==> config.mk <==
export PLATFORM = sky130hd
export DESIGN_NAME = updown_digipot_wiper_controller_top
export DESIGN_NICKNAME = d
export VERILOG_FILES = /design/src/hdl/wdc_pkg.sv /design/src/hdl/wdc_cfg.sv /design/src/hdl/wdc_core.sv /design/src/hdl/updown_digipot_wiper_controller_top.sv
export SDC_FILE = /design/constraint.sdc
export NUM_CORES = 1
export LEC_CHECK = 0
export BUFFER_PORTS_ARGS = -buffer_cell sky130_fd_sc_hd__buf_2
export CORE_MARGIN = 8
export CORE_UTILIZATION = 40
export CTS_CLUSTER_SIZE = 8
export DETAILED_ROUTE_END_ITERATION = 12
export PLACE_DENSITY = 0.53
export SYNTH_ARGS = -nofsm -noshare
export SYNTH_HDL_FRONTEND = slang
export SYNTH_HIERARCHICAL = 1
export SYNTH_SLANG_ARGS = --single-unit
==> constraint.sdc <==
create_clock -name i_clk -period 18.1 [get_ports i_clk]
set_input_delay 1.81 -clock i_clk [delete_from_list [all_inputs] [get_ports i_clk]]
set_output_delay 1.81 -clock i_clk [all_outputs]
set_load 0.05 [all_outputs]
==> src/hdl/wdc_pkg.sv <==
package wdc_pkg;

    localparam int FUNC_W     = 3;
    localparam int AMOUNT_W   = 8;
    localparam int CFG_IDX_W  = 3;
    localparam int CFG_DATA_W = 20;
    localparam int TICK_W     = 16;
    localparam int HOLD_W     = 20;
    localparam int PHASE_W    = 4;

    // worst chain of zero-length phases taken in one item
    localparam int SETTLE_STEPS = 6;

    localparam logic [PHASE_W-1:0] PH_IDLE  = 4'd0;
    localparam logic [PHASE_W-1:0] PH_DIR   = 4'd1;
    localparam logic [PHASE_W-1:0] PH_IHIGH = 4'd2;
    localparam logic [PHASE_W-1:0] PH_ILOW  = 4'd3;
    localparam logic [PHASE_W-1:0] PH_TAIL  = 4'd4;
    localparam logic [PHASE_W-1:0] PH_DESEL = 4'd5;
    localparam logic [PHASE_W-1:0] PH_FINAL = 4'd6;
    localparam logic [PHASE_W-1:0] PH_SSEL  = 4'd7;
    localparam logic [PHASE_W-1:0] PH_SHOLD = 4'd8;

    localparam logic [FUNC_W-1:0] FN_TICK   = 3'd0;
    localparam logic [FUNC_W-1:0] FN_SET    = 3'd1;
    localparam logic [FUNC_W-1:0] FN_UP     = 3'd2;
    localparam logic [FUNC_W-1:0] FN_DOWN   = 3'd3;
    localparam logic [FUNC_W-1:0] FN_STORE  = 3'd4;
    localparam logic [FUNC_W-1:0] FN_PRESET = 3'd5;
    localparam logic [FUNC_W-1:0] FN_HOME   = 3'd6;
    localparam logic [FUNC_W-1:0] FN_NOP    = 3'd7;

    localparam logic [CFG_IDX_W-1:0] CFG_DIR_SETUP    = 3'd0;
    localparam logic [CFG_IDX_W-1:0] CFG_INC_HIGH     = 3'd1;
    localparam logic [CFG_IDX_W-1:0] CFG_INC_LOW      = 3'd2;
    localparam logic [CFG_IDX_W-1:0] CFG_DESEL_HOLD   = 3'd3;
    localparam logic [CFG_IDX_W-1:0] CFG_STORE_SELECT = 3'd4;
    localparam logic [CFG_IDX_W-1:0] CFG_STORE_HOLD   = 3'd5;

    localparam logic [TICK_W-1:0] RST_DIR_SETUP    = 16'd3;
    localparam logic [TICK_W-1:0] RST_INC_HIGH     = 16'd2;
    localparam logic [TICK_W-1:0] RST_INC_LOW      = 16'd2;
    localparam logic [TICK_W-1:0] RST_DESEL_HOLD   = 16'd1;
    localparam logic [TICK_W-1:0] RST_STORE_SELECT = 16'd5;
    localparam logic [HOLD_W-1:0] RST_STORE_HOLD   = 20'd20005;

    typedef struct packed {
        logic [TICK_W-1:0] dir_setup;
        logic [TICK_W-1:0] inc_high;
        logic [TICK_W-1:0] inc_low;
        logic [TICK_W-1:0] desel_hold;
        logic [TICK_W-1:0] store_select;
        logic [HOLD_W-1:0] store_hold;
    } t_cfg;

    typedef struct packed {
        logic cs;
        logic ud;
        logic inc;
        logic busy;
        logic rejected;
    } t_pins;

endpackage

==> src/hdl/wdc_cfg.sv <==
module wdc_cfg (
    input  logic                              i_clk,
    input  logic                              i_rst_n,
    input  logic                              i_we,
    input  logic [wdc_pkg::CFG_IDX_W-1:0]     i_idx,
    input  logic [wdc_pkg::CFG_DATA_W-1:0]    i_data,
    output wdc_pkg::t_cfg                     o_cfg
);
    import wdc_pkg::*;

    t_cfg r_cfg;

    always_ff @(posedge i_clk) begin
        if (!i_rst_n) begin
            r_cfg.dir_setup    <= RST_DIR_SETUP;
            r_cfg.inc_high     <= RST_INC_HIGH;
            r_cfg.inc_low      <= RST_INC_LOW;
            r_cfg.desel_hold   <= RST_DESEL_HOLD;
            r_cfg.store_select <= RST_STORE_SELECT;
            r_cfg.store_hold   <= RST_STORE_HOLD;
        end else if (i_we) begin
            unique case (i_idx)
                CFG_DIR_SETUP:    r_cfg.dir_setup    <= i_data[TICK_W-1:0];
                CFG_INC_HIGH:     r_cfg.inc_high     <= i_data[TICK_W-1:0];
                CFG_INC_LOW:      r_cfg.inc_low      <= i_data[TICK_W-1:0];
                CFG_DESEL_HOLD:   r_cfg.desel_hold   <= i_data[TICK_W-1:0];
                CFG_STORE_SELECT: r_cfg.store_select <= i_data[TICK_W-1:0];
                CFG_STORE_HOLD:   r_cfg.store_hold   <= i_data[HOLD_W-1:0];
                default: begin
                end
            endcase
        end
    end

    assign o_cfg = r_cfg;

endmodule

==> src/hdl/wdc_core.sv <==
module wdc_core #(
    parameter int TOP_STEP   = 99,
    parameter int TIMER_BITS = 20
) (
    input  logic                              i_clk,
    input  logic                              i_rst_n,
    input  logic                              i_go,
    input  logic [wdc_pkg::FUNC_W-1:0]        i_func,
    input  logic [wdc_pkg::AMOUNT_W-1:0]      i_amount,
    input  wdc_pkg::t_cfg                     i_cfg,
    output wdc_pkg::t_pins                    o_pins,
    output logic [$clog2(TOP_STEP+1)-1:0]     o_wiper
);
    import wdc_pkg::*;

    localparam int WIPER_W = $clog2(TOP_STEP + 1);
    localparam logic [WIPER_W-1:0] TOP_W = WIPER_W'(TOP_STEP);
    localparam logic [32:0] TMAX = (33'd1 << TIMER_BITS) - 33'd1;

    typedef struct packed {
        logic [PHASE_W-1:0]    phase;
        logic [TIMER_BITS-1:0] timer;
        logic [WIPER_W-1:0]    wiper;
        logic [WIPER_W-1:0]    steps;
        logic                  dir_up;
        logic                  cs;
        logic                  ud;
        logic                  inc;
        logic                  homing;
    } t_state;

    function automatic logic [TIMER_BITS-1:0] f_load(input logic [HOLD_W-1:0] v);
        if (33'(v) > TMAX) begin
            f_load = TIMER_BITS'(TMAX);
        end else begin
            f_load = TIMER_BITS'(v);
        end
    endfunction

    function automatic logic [WIPER_W-1:0] f_move(input logic [WIPER_W-1:0] w,
                                                 input logic [WIPER_W-1:0] k,
                                                 input logic up);
        logic [WIPER_W:0] sum;
        sum = {1'b0, w} + {1'b0, k};
        if (up) begin
            f_move = (sum > {1'b0, TOP_W}) ? TOP_W : sum[WIPER_W-1:0];
        end else begin
            f_move = (k > w) ? '0 : w - k;
        end
    endfunction

    function automatic t_state f_advance(input t_state s, input t_cfg c);
        t_state n;
        logic [WIPER_W-1:0] rem;
        n   = s;
        rem = (s.steps != '0) ? s.steps - WIPER_W'(1) : '0;
        unique case (s.phase)
            PH_DIR: begin
                n.cs    = 1'b0;
                n.inc   = 1'b1;
                n.phase = PH_IHIGH;
                n.timer = f_load(HOLD_W'(c.inc_high));
            end
            PH_IHIGH: begin
                n.inc   = 1'b0;
                n.wiper = f_move(s.wiper, WIPER_W'(1), s.dir_up);
                n.phase = PH_ILOW;
                n.timer = f_load(HOLD_W'(c.inc_low));
            end
            PH_ILOW: begin
                if (rem != '0 && !(c.inc_high == '0 && c.inc_low == '0)) begin
                    n.steps = rem;
                    n.inc   = 1'b1;
                    n.phase = PH_IHIGH;
                    n.timer = f_load(HOLD_W'(c.inc_high));
                end else begin
                    // last pulse, or zero-length pulses: all remaining pulses land at once
                    n.wiper = f_move(s.wiper, rem, s.dir_up);
                    n.steps = '0;
                    n.phase = PH_TAIL;
                    n.timer = f_load(HOLD_W'(c.inc_low));
                end
            end
            PH_TAIL: begin
                n.cs    = 1'b1;
                n.phase = PH_DESEL;
                n.timer = f_load(HOLD_W'(c.desel_hold));
            end
            PH_DESEL: begin
                n.inc   = 1'b1;
                n.phase = PH_FINAL;
                n.timer = f_load(HOLD_W'(c.inc_high));
            end
            PH_SSEL: begin
                n.cs    = 1'b1;
                n.phase = PH_SHOLD;
                n.timer = f_load(c.store_hold);
            end
            default: begin
                if (s.phase == PH_FINAL && s.homing) begin
                    n.wiper = '0;
                end
                n.homing = 1'b0;
                n.phase  = PH_IDLE;
                n.timer  = '0;
            end
        endcase
        f_advance = n;
    endfunction

    function automatic t_state f_start(input t_state s, input logic [WIPER_W-1:0] k,
                                       input logic up, input t_cfg c);
        t_state n;
        n = s;
        if (k != '0) begin
            n.steps  = k;
            n.dir_up = up;
            n.ud     = up;
            n.phase  = PH_DIR;
            n.timer  = f_load(HOLD_W'(c.dir_setup));
        end
        f_start = n;
    endfunction

    t_state             r_st;
    t_state             s_cmd;
    t_state             n_st;
    t_pins              r_pins;
    logic [WIPER_W-1:0] r_wiper;
    logic [WIPER_W-1:0] tgt;
    logic [WIPER_W-1:0] room;
    logic [WIPER_W-1:0] up_cnt;
    logic [WIPER_W-1:0] dn_cnt;
    logic               busy;
    logic               reject;

    always_comb begin
        busy   = (r_st.phase != PH_IDLE);
        tgt    = (i_amount > AMOUNT_W'(TOP_STEP)) ? TOP_W : WIPER_W'(i_amount);
        room   = (r_st.wiper >= TOP_W) ? '0 : TOP_W - r_st.wiper;
        up_cnt = (i_amount > AMOUNT_W'(room)) ? room : WIPER_W'(i_amount);
        dn_cnt = (i_amount > AMOUNT_W'(r_st.wiper)) ? r_st.wiper : WIPER_W'(i_amount);
        reject = 1'b0;
        s_cmd  = r_st;
        if (i_func == FN_TICK) begin
            if (busy && r_st.timer != '0) begin
                s_cmd.timer = r_st.timer - TIMER_BITS'(1);
            end
        end else if (i_func != FN_NOP) begin
            if (busy) begin
                reject = 1'b1;
            end else begin
                unique case (i_func)
                    FN_SET: begin
                        if (tgt > r_st.wiper) begin
                            s_cmd = f_start(r_st, tgt - r_st.wiper, 1'b1, i_cfg);
                        end else if (tgt < r_st.wiper) begin
                            s_cmd = f_start(r_st, r_st.wiper - tgt, 1'b0, i_cfg);
                        end
                    end
                    FN_UP:   s_cmd = f_start(r_st, up_cnt, 1'b1, i_cfg);
                    FN_DOWN: s_cmd = f_start(r_st, dn_cnt, 1'b0, i_cfg);
                    FN_STORE: begin
                        s_cmd.cs    = 1'b0;
                        s_cmd.inc   = 1'b1;
                        s_cmd.phase = PH_SSEL;
                        s_cmd.timer = f_load(HOLD_W'(i_cfg.store_select));
                    end
                    FN_PRESET: s_cmd.wiper = tgt;
                    FN_HOME: begin
                        s_cmd.homing = 1'b1;
                        s_cmd = f_start(s_cmd, TOP_W, 1'b0, i_cfg);
                    end
                    default: begin
                    end
                endcase
            end
        end
        // run through every phase whose time is already used up
        n_st = s_cmd;
        for (int k = 0; k < SETTLE_STEPS; k++) begin
            if (n_st.phase != PH_IDLE && n_st.timer == '0) begin
                n_st = f_advance(n_st, i_cfg);
            end
        end
    end

    always_ff @(posedge i_clk) begin
        if (!i_rst_n) begin
            r_st.phase  <= PH_IDLE;
            r_st.timer  <= '0;
            r_st.wiper  <= '0;
            r_st.steps  <= '0;
            r_st.dir_up <= 1'b1;
            r_st.cs     <= 1'b1;
            r_st.ud     <= 1'b1;
            r_st.inc    <= 1'b1;
            r_st.homing <= 1'b0;
        end else if (i_go) begin
            r_st <= n_st;
        end
    end

    always_ff @(posedge i_clk) begin
        if (i_go) begin
            r_pins.cs       <= n_st.cs;
            r_pins.ud       <= n_st.ud;
            r_pins.inc      <= n_st.inc;
            r_pins.busy     <= (n_st.phase != PH_IDLE);
            r_pins.rejected <= reject;
            r_wiper         <= n_st.wiper;
        end
    end

    assign o_pins  = r_pins;
    assign o_wiper = r_wiper;

endmodule

==> src/hdl/updown_digipot_wiper_controller_top.sv <==
// Wiper controller for a 100-step up/down digital potentiometer: drives chip
// select, up/down and increment and tracks the wiper. Every item (a tick or a
// command) gives one result and the block takes one item per clock cycle while
// the output side is not stalled; an item is held in the input register, and
// its result is written to the result register, from which it is offered and
// held until the output side takes it. The rate is set by the update of the
// sequencer state once per item, which also runs through any chain of
// zero-length phases within that update. Pin timing is counted in tick
// items, not clock cycles. Configuration is to be written by the user through
// the plain write port only while no item is in flight; the block itself does
// not enforce this.
module updown_digipot_wiper_controller_top #(
    parameter int TOP_STEP   = 99,
    parameter int TIMER_BITS = 20
) (
    input  logic                              i_clk,
    input  logic                              i_rst_n,
    input  logic                              i_in_valid,
    output logic                              o_in_ready,
    input  logic [wdc_pkg::FUNC_W-1:0]        i_func,
    input  logic [wdc_pkg::AMOUNT_W-1:0]      i_amount,
    output logic                              o_out_valid,
    input  logic                              i_out_ready,
    output logic                              o_cs_level,
    output logic                              o_ud_level,
    output logic                              o_inc_level,
    output logic                              o_busy_res,
    output logic [$clog2(TOP_STEP+1)-1:0]     o_wiper_position,
    output logic                              o_rejected,
    input  logic                              i_cfg_we,
    input  logic [wdc_pkg::CFG_IDX_W-1:0]     i_cfg_idx,
    input  logic [wdc_pkg::CFG_DATA_W-1:0]    i_cfg_data
);
    import wdc_pkg::*;

    logic                r_in_valid;
    logic                r_out_valid;
    logic [FUNC_W-1:0]   r_func;
    logic [AMOUNT_W-1:0] r_amount;
    logic                adv;
    logic                go;
    t_cfg                cfg;
    t_pins               pins;

    assign adv        = !r_out_valid || i_out_ready;
    assign go         = r_in_valid && adv;
    assign o_in_ready = !r_in_valid || adv;

    always_ff @(posedge i_clk) begin
        if (!i_rst_n) begin
            r_in_valid  <= 1'b0;
            r_out_valid <= 1'b0;
        end else begin
            if (o_in_ready) begin
                r_in_valid <= i_in_valid;
            end
            if (adv) begin
                r_out_valid <= r_in_valid;
            end
        end
    end

    always_ff @(posedge i_clk) begin
        if (i_in_valid && o_in_ready) begin
            r_func   <= i_func;
            r_amount <= i_amount;
        end
    end

    wdc_cfg u_cfg (
        .i_clk   (i_clk),
        .i_rst_n (i_rst_n),
        .i_we    (i_cfg_we),
        .i_idx   (i_cfg_idx),
        .i_data  (i_cfg_data),
        .o_cfg   (cfg)
    );

    wdc_core #(
        .TOP_STEP   (TOP_STEP),
        .TIMER_BITS (TIMER_BITS)
    ) u_core (
        .i_clk    (i_clk),
        .i_rst_n  (i_rst_n),
        .i_go     (go),
        .i_func   (r_func),
        .i_amount (r_amount),
        .i_cfg    (cfg),
        .o_pins   (pins),
        .o_wiper  (o_wiper_position)
    );

    assign o_out_valid = r_out_valid;
    assign o_cs_level  = pins.cs;
    assign o_ud_level  = pins.ud;
    assign o_inc_level = pins.inc;
    assign o_busy_res  = pins.busy;
    assign o_rejected  = pins.rejected;

endmodule

Yosys cells after proc, flatten, opt, wreduce, memory -nomap -nowiden
Index checks and enable logic that the tools add are counted.
{"block": "word_totals", "elab_cells": 383, "mem_count": 0, "out_inout_bits": 14, "reg_bits": 168, "inputBits": 39, "mem_bits_rw": 0, "romBits": 0, "latch_bits": 0}
{"block": "classes", "n_addsub": 34, "bitwise": 1, "eq_ne": 54, "n_lt_le_gt_ge": 30, "shift": 0, "mul": 0, "muxes": 146, "div": 0, "n_reduce_logical": 93}
{"cell": "24-bit case mux with 6 select lines", "count": 6}
{"cell": "7-bit two-way mux", "count": 70}
{"cell": "43-bit two-way mux", "count": 10}
{"cell": "23-bit two-way mux", "count": 6}
{"cell": "7-bit case mux with 3 select lines", "count": 6}
{"cell": "20-bit logical NOT", "count": 6}
{"cell": "24-bit case mux with 5 select lines", "count": 1}
{"cell": "7-bit nonzero test", "count": 16}
{"cell": "8-bit by 7-bit > comparator with 1-bit output (second input constant)", "count": 13}
{"cell": "4-bit by 3-bit == test with 1-bit output (second input constant)", "count": 24}
{"cell": "24-bit two-way mux", "count": 4}
{"cell": "7-bit by 1-bit subtractor with 7-bit output (second input constant)", "count": 12}
{"cell": "7-bit subtractor", "count": 8}
{"cell": "7-bit > comparator", "count": 7}
{"cell": "7-bit by 1-bit adder with 8-bit output (second input constant)", "count": 6}
{"cell": "7-bit by 7-bit adder with 8-bit output", "count": 6}
{"cell": "4-bit by 2-bit == test with 1-bit output (second input constant)", "count": 12}
{"cell": "1-bit by 7-bit > comparator with 1-bit output (first input constant)", "count": 6}
{"cell": "20-bit two-way mux", "count": 2}
{"cell": "6-bit OR reduction", "count": 6}
{"cell": "16-bit logical NOT", "count": 2}
{"cell": "8-bit two-way mux", "count": 4}
{"cell": "8-bit case mux with 4 select lines", "count": 1}
{"cell": "4-bit nonzero test", "count": 8}
{"cell": "other kinds (26)", "count": 116}

Longest topological paths before layout
{"block": "depth", "ltp_word": 66, "depth_mapped": 75}

Cells and area by module
Netlist, hierarchy kept.
{"mod": "wdc_core", "seq_area_each_um2": 1221.2, "area_each_um2": 15969.1, "n_inst": 1, "cells_per_inst": 2379}
{"mod": "wdc_cfg", "seq_area_each_um2": 2001.9, "area_each_um2": 3757.4, "n_inst": 1, "cells_per_inst": 362}
{"mod": "updown_digipot_wiper_controller_top", "seq_area_each_um2": 370.4, "area_each_um2": 434.2, "n_inst": 1, "cells_per_inst": 20}

Worst setup path before layout
Ideal clock, no wire load.
{"block": "synth_timing", "kind": "register to register", "from": "register u_core/r_st[14] (netlist bit)", "to": "register u_core/r_st[15] (netlist bit)", "setup_ns": 0.087, "path_stages_with_launch": 73, "slack_ns": 4.758, "synth_period_minus_slack_ns": 13.342, "arrival_ns": 13.255, "path_buffers": 3, "path_cell_list": "dfxtp_1 > clkbuf_1 > inv_1 > ha_1 > nor2b_1 > o21ai_0 > a21boi_0 > ha_1 > and4b_1 > a221o_1 > o21ai_2 > mux2i_1 > o211ai_4 > a211o_1 > or2_1 > buf_2 > inv_2 > ha_1 > (+37 left out) > ha_1 > nor2_1 > nor2_1 > nor2_1 > nor2_1 > o21bai_1 > nor3_1 > a21oi_1 > or3_1 > nand2_1 > nand2_1 > o221a_2 > nor3_1 > nand2b_1 > a21oi_1 > a21o_1 > nand2_1 > o31ai_1"}
{"block": "synth_between", "elab_chain_cells": 54, "elab_cells_between_ends": 274, "classes_between": "33 x add/sub; 29 x order compare; 42 x eq/ne; 113 x mux; 57 x reduce/logical"}
{"item": "start: declaration", "line": "wdc_core.sv:125", "text": "t_state r_st;"}
{"item": "start signal: assignment", "line": "wdc_core.sv:200", "text": "r_st <= n_st;"}
{"item": "7-bit subtractor or 7-bit >= comparator (tied branches)", "line": "wdc_core.sv:140", "text": "room = (r_st.wiper >= TOP_W) ? '0 : TOP_W - r_st.wiper;"}
{"item": "7-bit two-way mux", "line": "wdc_core.sv:140"}
{"item": "8-bit by 7-bit > comparator with 1-bit output", "line": "wdc_core.sv:141", "text": "up_cnt = (i_amount > AMOUNT_W'(room)) ? room : WIPER_W'(i_amount);"}
{"item": "7-bit two-way mux", "line": "wdc_core.sv:141"}
{"item": "7-bit nonzero test", "line": "wdc_core.sv:115", "text": "if (k != '0) begin"}
{"item": "8-bit two-way mux", "line": "wdc_core.sv:115"}
{"item": "8-bit case mux with 4 select lines", "line": "wdc_core.sv:153", "text": "unique case (i_func)"}
{"item": "43-bit two-way mux", "line": "wdc_core.sv:150", "text": "if (busy) begin"}
{"item": "(+38 left out)"}
{"item": "43-bit two-way mux *", "line": "wdc_core.sv:182", "text": "if (n_st.phase != PH_IDLE && n_st.timer == '0) begin"}
{"item": "7-bit by 7-bit adder with 8-bit output", "line": "wdc_core.sv:44", "text": "sum = {1'b0, w} + {1'b0, k};"}
{"item": "8-bit by 7-bit > comparator with 1-bit output", "line": "wdc_core.sv:46", "text": "f_move = (sum > {1'b0, TOP_W}) ? TOP_W : sum[WIPER_W-1:0];"}
{"item": "7-bit two-way mux", "line": "wdc_core.sv:46"}
{"item": "7-bit two-way mux", "line": "wdc_core.sv:45", "text": "if (up) begin"}
{"item": "7-bit two-way mux", "line": "wdc_core.sv:71", "text": "if (rem != '0 && !(c.inc_high == '0 && c.inc_low == '0)) begin"}
{"item": "7-bit case mux with 3 select lines", "line": "wdc_core.sv:57", "text": "unique case (s.phase)"}
{"item": "43-bit two-way mux *", "line": "wdc_core.sv:182"}
Mark *: on every way between the ends. The rest lies on a longest branch, timed or not.
A chain may end at the register's enable or synchronous reset.

Final worst setup path
Ends and elaborated chain as after synthesis.

==> run metrics <==
Max Clock Freq=roughly 62 MHz; hold_sp=u_cfg/o_cfg[88]$_SDFFE_PN0P_; CP max-delay cell=a221oi_1; vias in the first global route=21,600; Int Pwr=1350 uW; Yosys warning count=6; Initial Utilization=between 40% and 50%; hold buffer count at cts=0; Req. time, crit path=approximately 19 ns; die height=approximately 240 um; Yosys reg bits=between 150 and 200; clk buf depth=2; area of the multi-input gates=approximately 0.015 sq mm; CTS resizes=0; Final Setup Violations=0; Max VDD drop=around 0.10 mV; Mean Syn Cell Area=approximately 7.3 sq um; Core Region=~0.050 sq mm; outcome=finished clean; CTS tree=built; cells after synthesis=2,761; I/O pins=53; Worst Reg2Reg Path Length in Cells=69; largest cells by area after synthesis=dfxtp_1 (14%), mux2i_1 (7.0%), nand2_1 (6.6%); Lkg Pwr=between 0.008 and 0.009 uW; clock tree sinks=between 150 and 200; Crit Path Max Fanout=11; Setup Skew=0.0202 ns; First-pass DRT Iterations=9; Final Max Slew Viols=0; crit share post-route=between 80% and 90%; worst skew pair latency=between 0.5 and 0.6 ns; vias per std cell=slightly below 7; aggregate routed wire length=between 90 and 100 mm; syn nets=between 2,000 and 3,000; CP Capture Type=flop; Worst R2R End=u_core/r_st[15]$_SDFFE_PN0P_; worst flop-to-flop path startpoint=u_core/r_st[14]$_SDFFE_PN0P_; most used cell, CP=nor2_1; Place WS=roughly 2.4 ns; Post-route DRC=0; post-CTS setup buffer count=0; Hold Path Sink=u_cfg/o_cfg[88]$_SDFFE_PN0P_; Worst EP arrival=16.54 ns; cts bufs inserted=17; largest net degree at the start of global routing=slightly above 100; Reg area=between 0.003 and 0.004 sq mm; FP Rows=just over 80; crit-path max cell delay=between 0.7 and 0.8 ns; RSZ-0062 raised after global routing=no; Post-synth EDFFs=23; critical path launch point type=flop; GRT Total Usage=32.7%; combinational power share=roughly three quarters; HPWL Detailed=about 75 mm; Unique masters post-synth=between 100 and 150; Clock power frac=about an eighth; clock root cell=clkbuf_16; Sw Pwr=roughly 1900 uW; Antenna Violating Nets Remaining=0; post-synth top area cell=dfxtp_1; most used flip-flop cell after synthesis=dfxtp_1; grt ovf=0; ratio of cells with drive above 1 in the final layout=9.96%; via count=23,400; cell area after synthesis=just over 0.02 sq mm; First DRT Iteration DRCs=~3,300; Synth top area share=around 14%; IO Port Bufs=52; sum of negative setup slack=0 ns; Hold Path Cell Cnt=2; DR WL/cell=28.6 um; n_diodes=0; Die Width=around 240 um; Area Growth Syn to Fin=6.69%; sequential share of the synthesized area=approximately 18%; Total Power=3280 uW; Final Hold Fails=0; Reg power frac=13.3%; fillers=~5,300; Async SR Flop Fraction=0%; Worst Setup Slack, final=around 2 ns; htree depth=4; Least-Margin Pin Slew=1.20 ns; initial antenna violation count=2; fin nets=2,851; Hold Path Class=flop to flop; global-route wire length before repair=approximately 140 mm; die area=0.0578 sq mm; GPL Wtd Cong=roughly 1.1; Setup CP Type=flop to flop; fin crit period=about 16 ns; Rel. slew slack=19.8%; clock slew at reported path FFs=around 0.080 ns; Net Sw Frac=between 50% and 60%; FF-to-FF setup slack=between 1.5 and 2 ns; total power divided by cell area=between 150 and 200 mW/mm^2; MaxCap Viol Count=0
[final cells by class]
cell class                      instances  area share [%]
Clock buffer                           18            2.09
Clock inverter                         13           0.686
Inverter                              113            1.97
Multi-Input combinational cell       2319            71.7
Sequential cell                       168            16.7
Tap cell                              672            3.91
Timing Repair Buffer                  101            2.93
[synth_stat cells (all sizes together), types with 64 or more instances]
library cell,instances
inv,110
nand2,357
mux2i,141
o21ai,170
buf,64
clkbuf,97
nor3,93
ha,84
nand3,95
dfxtp,145
a21oi,187
nor2,238
[worst max-delay path, delay by kind of cell (launching register included)]
family / cells / cell delay, ns
adders and majority gates: 7 / 2.36
DFF: 1 / 0.54
and+or+nand+nor: 24 / 4.28
muxes: 1 / 0.43
AOI/OAI and AO/OA: 30 / 7.19
xor gates and xnor gates: 2 / 0.32
buffers and inverters: 5 / 0.92
[metal layers]
metal  global-route usage, %  routed length [um]  vias up
li1                        -                   -    10400
met1                    43.4               40400    11300
met2                    51.0               42500     1469
met3                    5.07                8710      274
met4                    16.7                5640        0
met5                       0                   0        -
[worst max-delay path by stage]
stage / from / endpoint / slack [ns]
2_1_floorplan: u_core/r_st[14]$_SDFFE_PN0P_ / u_core/r_st[15]$_SDFFE_PN0P_ / 4.76
3_3_place_gp: u_core/r_st[14]$_SDFFE_PN0P_ / u_core/r_st[15]$_SDFFE_PN0P_ / 2.96
5_1_grt: u_core/r_st[14]$_SDFFE_PN0P_ / u_core/r_st[15]$_SDFFE_PN0P_ / 0.66
6_report: u_core/r_st[14]$_SDFFE_PN0P_ / u_core/r_st[15]$_SDFFE_PN0P_ / 1.96
4_1_cts: u_core/r_st[14]$_SDFFE_PN0P_ / u_core/r_st[15]$_SDFFE_PN0P_ / 2.27
3_5_place_dp: u_core/r_st[14]$_SDFFE_PN0P_ / u_core/r_st[15]$_SDFFE_PN0P_ / 2.40
[stage by stage]
step	area, sq um	cells	utilization, %	hold WS [ns]
4_1_cts	21500	3404	43.0	0.471
3_5_place_dp	20900	3373	41.9	0.461
3_3_place_gp	20900	3373	41.9	0.452
5_1_grt	21500	3404	43.0	0.497
6_report	21500	3404	43.0	0.466
2_1_floorplan	20200	2761	-	0.431
[cell usage in the layout (no fill, tap or decap), drive strengths merged, types with 18 or more instances in the layout]
cell type,instances
nand2b,32
edfxtp,23
and2,35
nand4,38
inv,117
a211oi,43
xnor2,23
a221oi,28
o31ai,33
or3,25
nand3,95
a22oi,21
a222oi,19
or2,26
dfxtp,145
nor2,238
clkbuf,18
buf,101
mux2i,141
a31oi,56
o22ai,25
a21oi,187
a21o,34
o211ai,34
nand2,357
nor3,93
o21a,18
nor4,37
o21ai,170
ha,84
and3,28
nor2b,49
[logic make-up after synthesis]
logic type	after synthesis	share of synthesized area, %
DFF	168	17.8
AOI/OAI and AO/OA	908	32.3
buffers and inverters	274	5.85
muxes	154	7.75
xor gates and xnor gates	30	1.30
adders and majority gates	93	6.06
and+or+nand+nor	1134	28.9
[sequential cells by signal, summed over array words and instances (netlist names)]
signal / cells
u_core/r_st: 43
u_core/o_pins: 5
r_func: 3
r_amount: 8
u_core/o_wiper: 7
o_out_valid: 1
r_in_valid: 1
u_cfg/o_cfg: 100
[power groups by stage]
stage / Clock, uW / Sequential, uW / Combinational, uW
6_report: 388 / 437 / 2460
5_1_grt: 409 / 438 / 2610
4_1_cts: 397 / 435 / 2370
3_5_place_dp: 0 / 443 / 2360
3_3_place_gp: 0 / 443 / 2360
2_1_floorplan: 0 / 439 / 1650
Power figures use the tool's default switching activity.
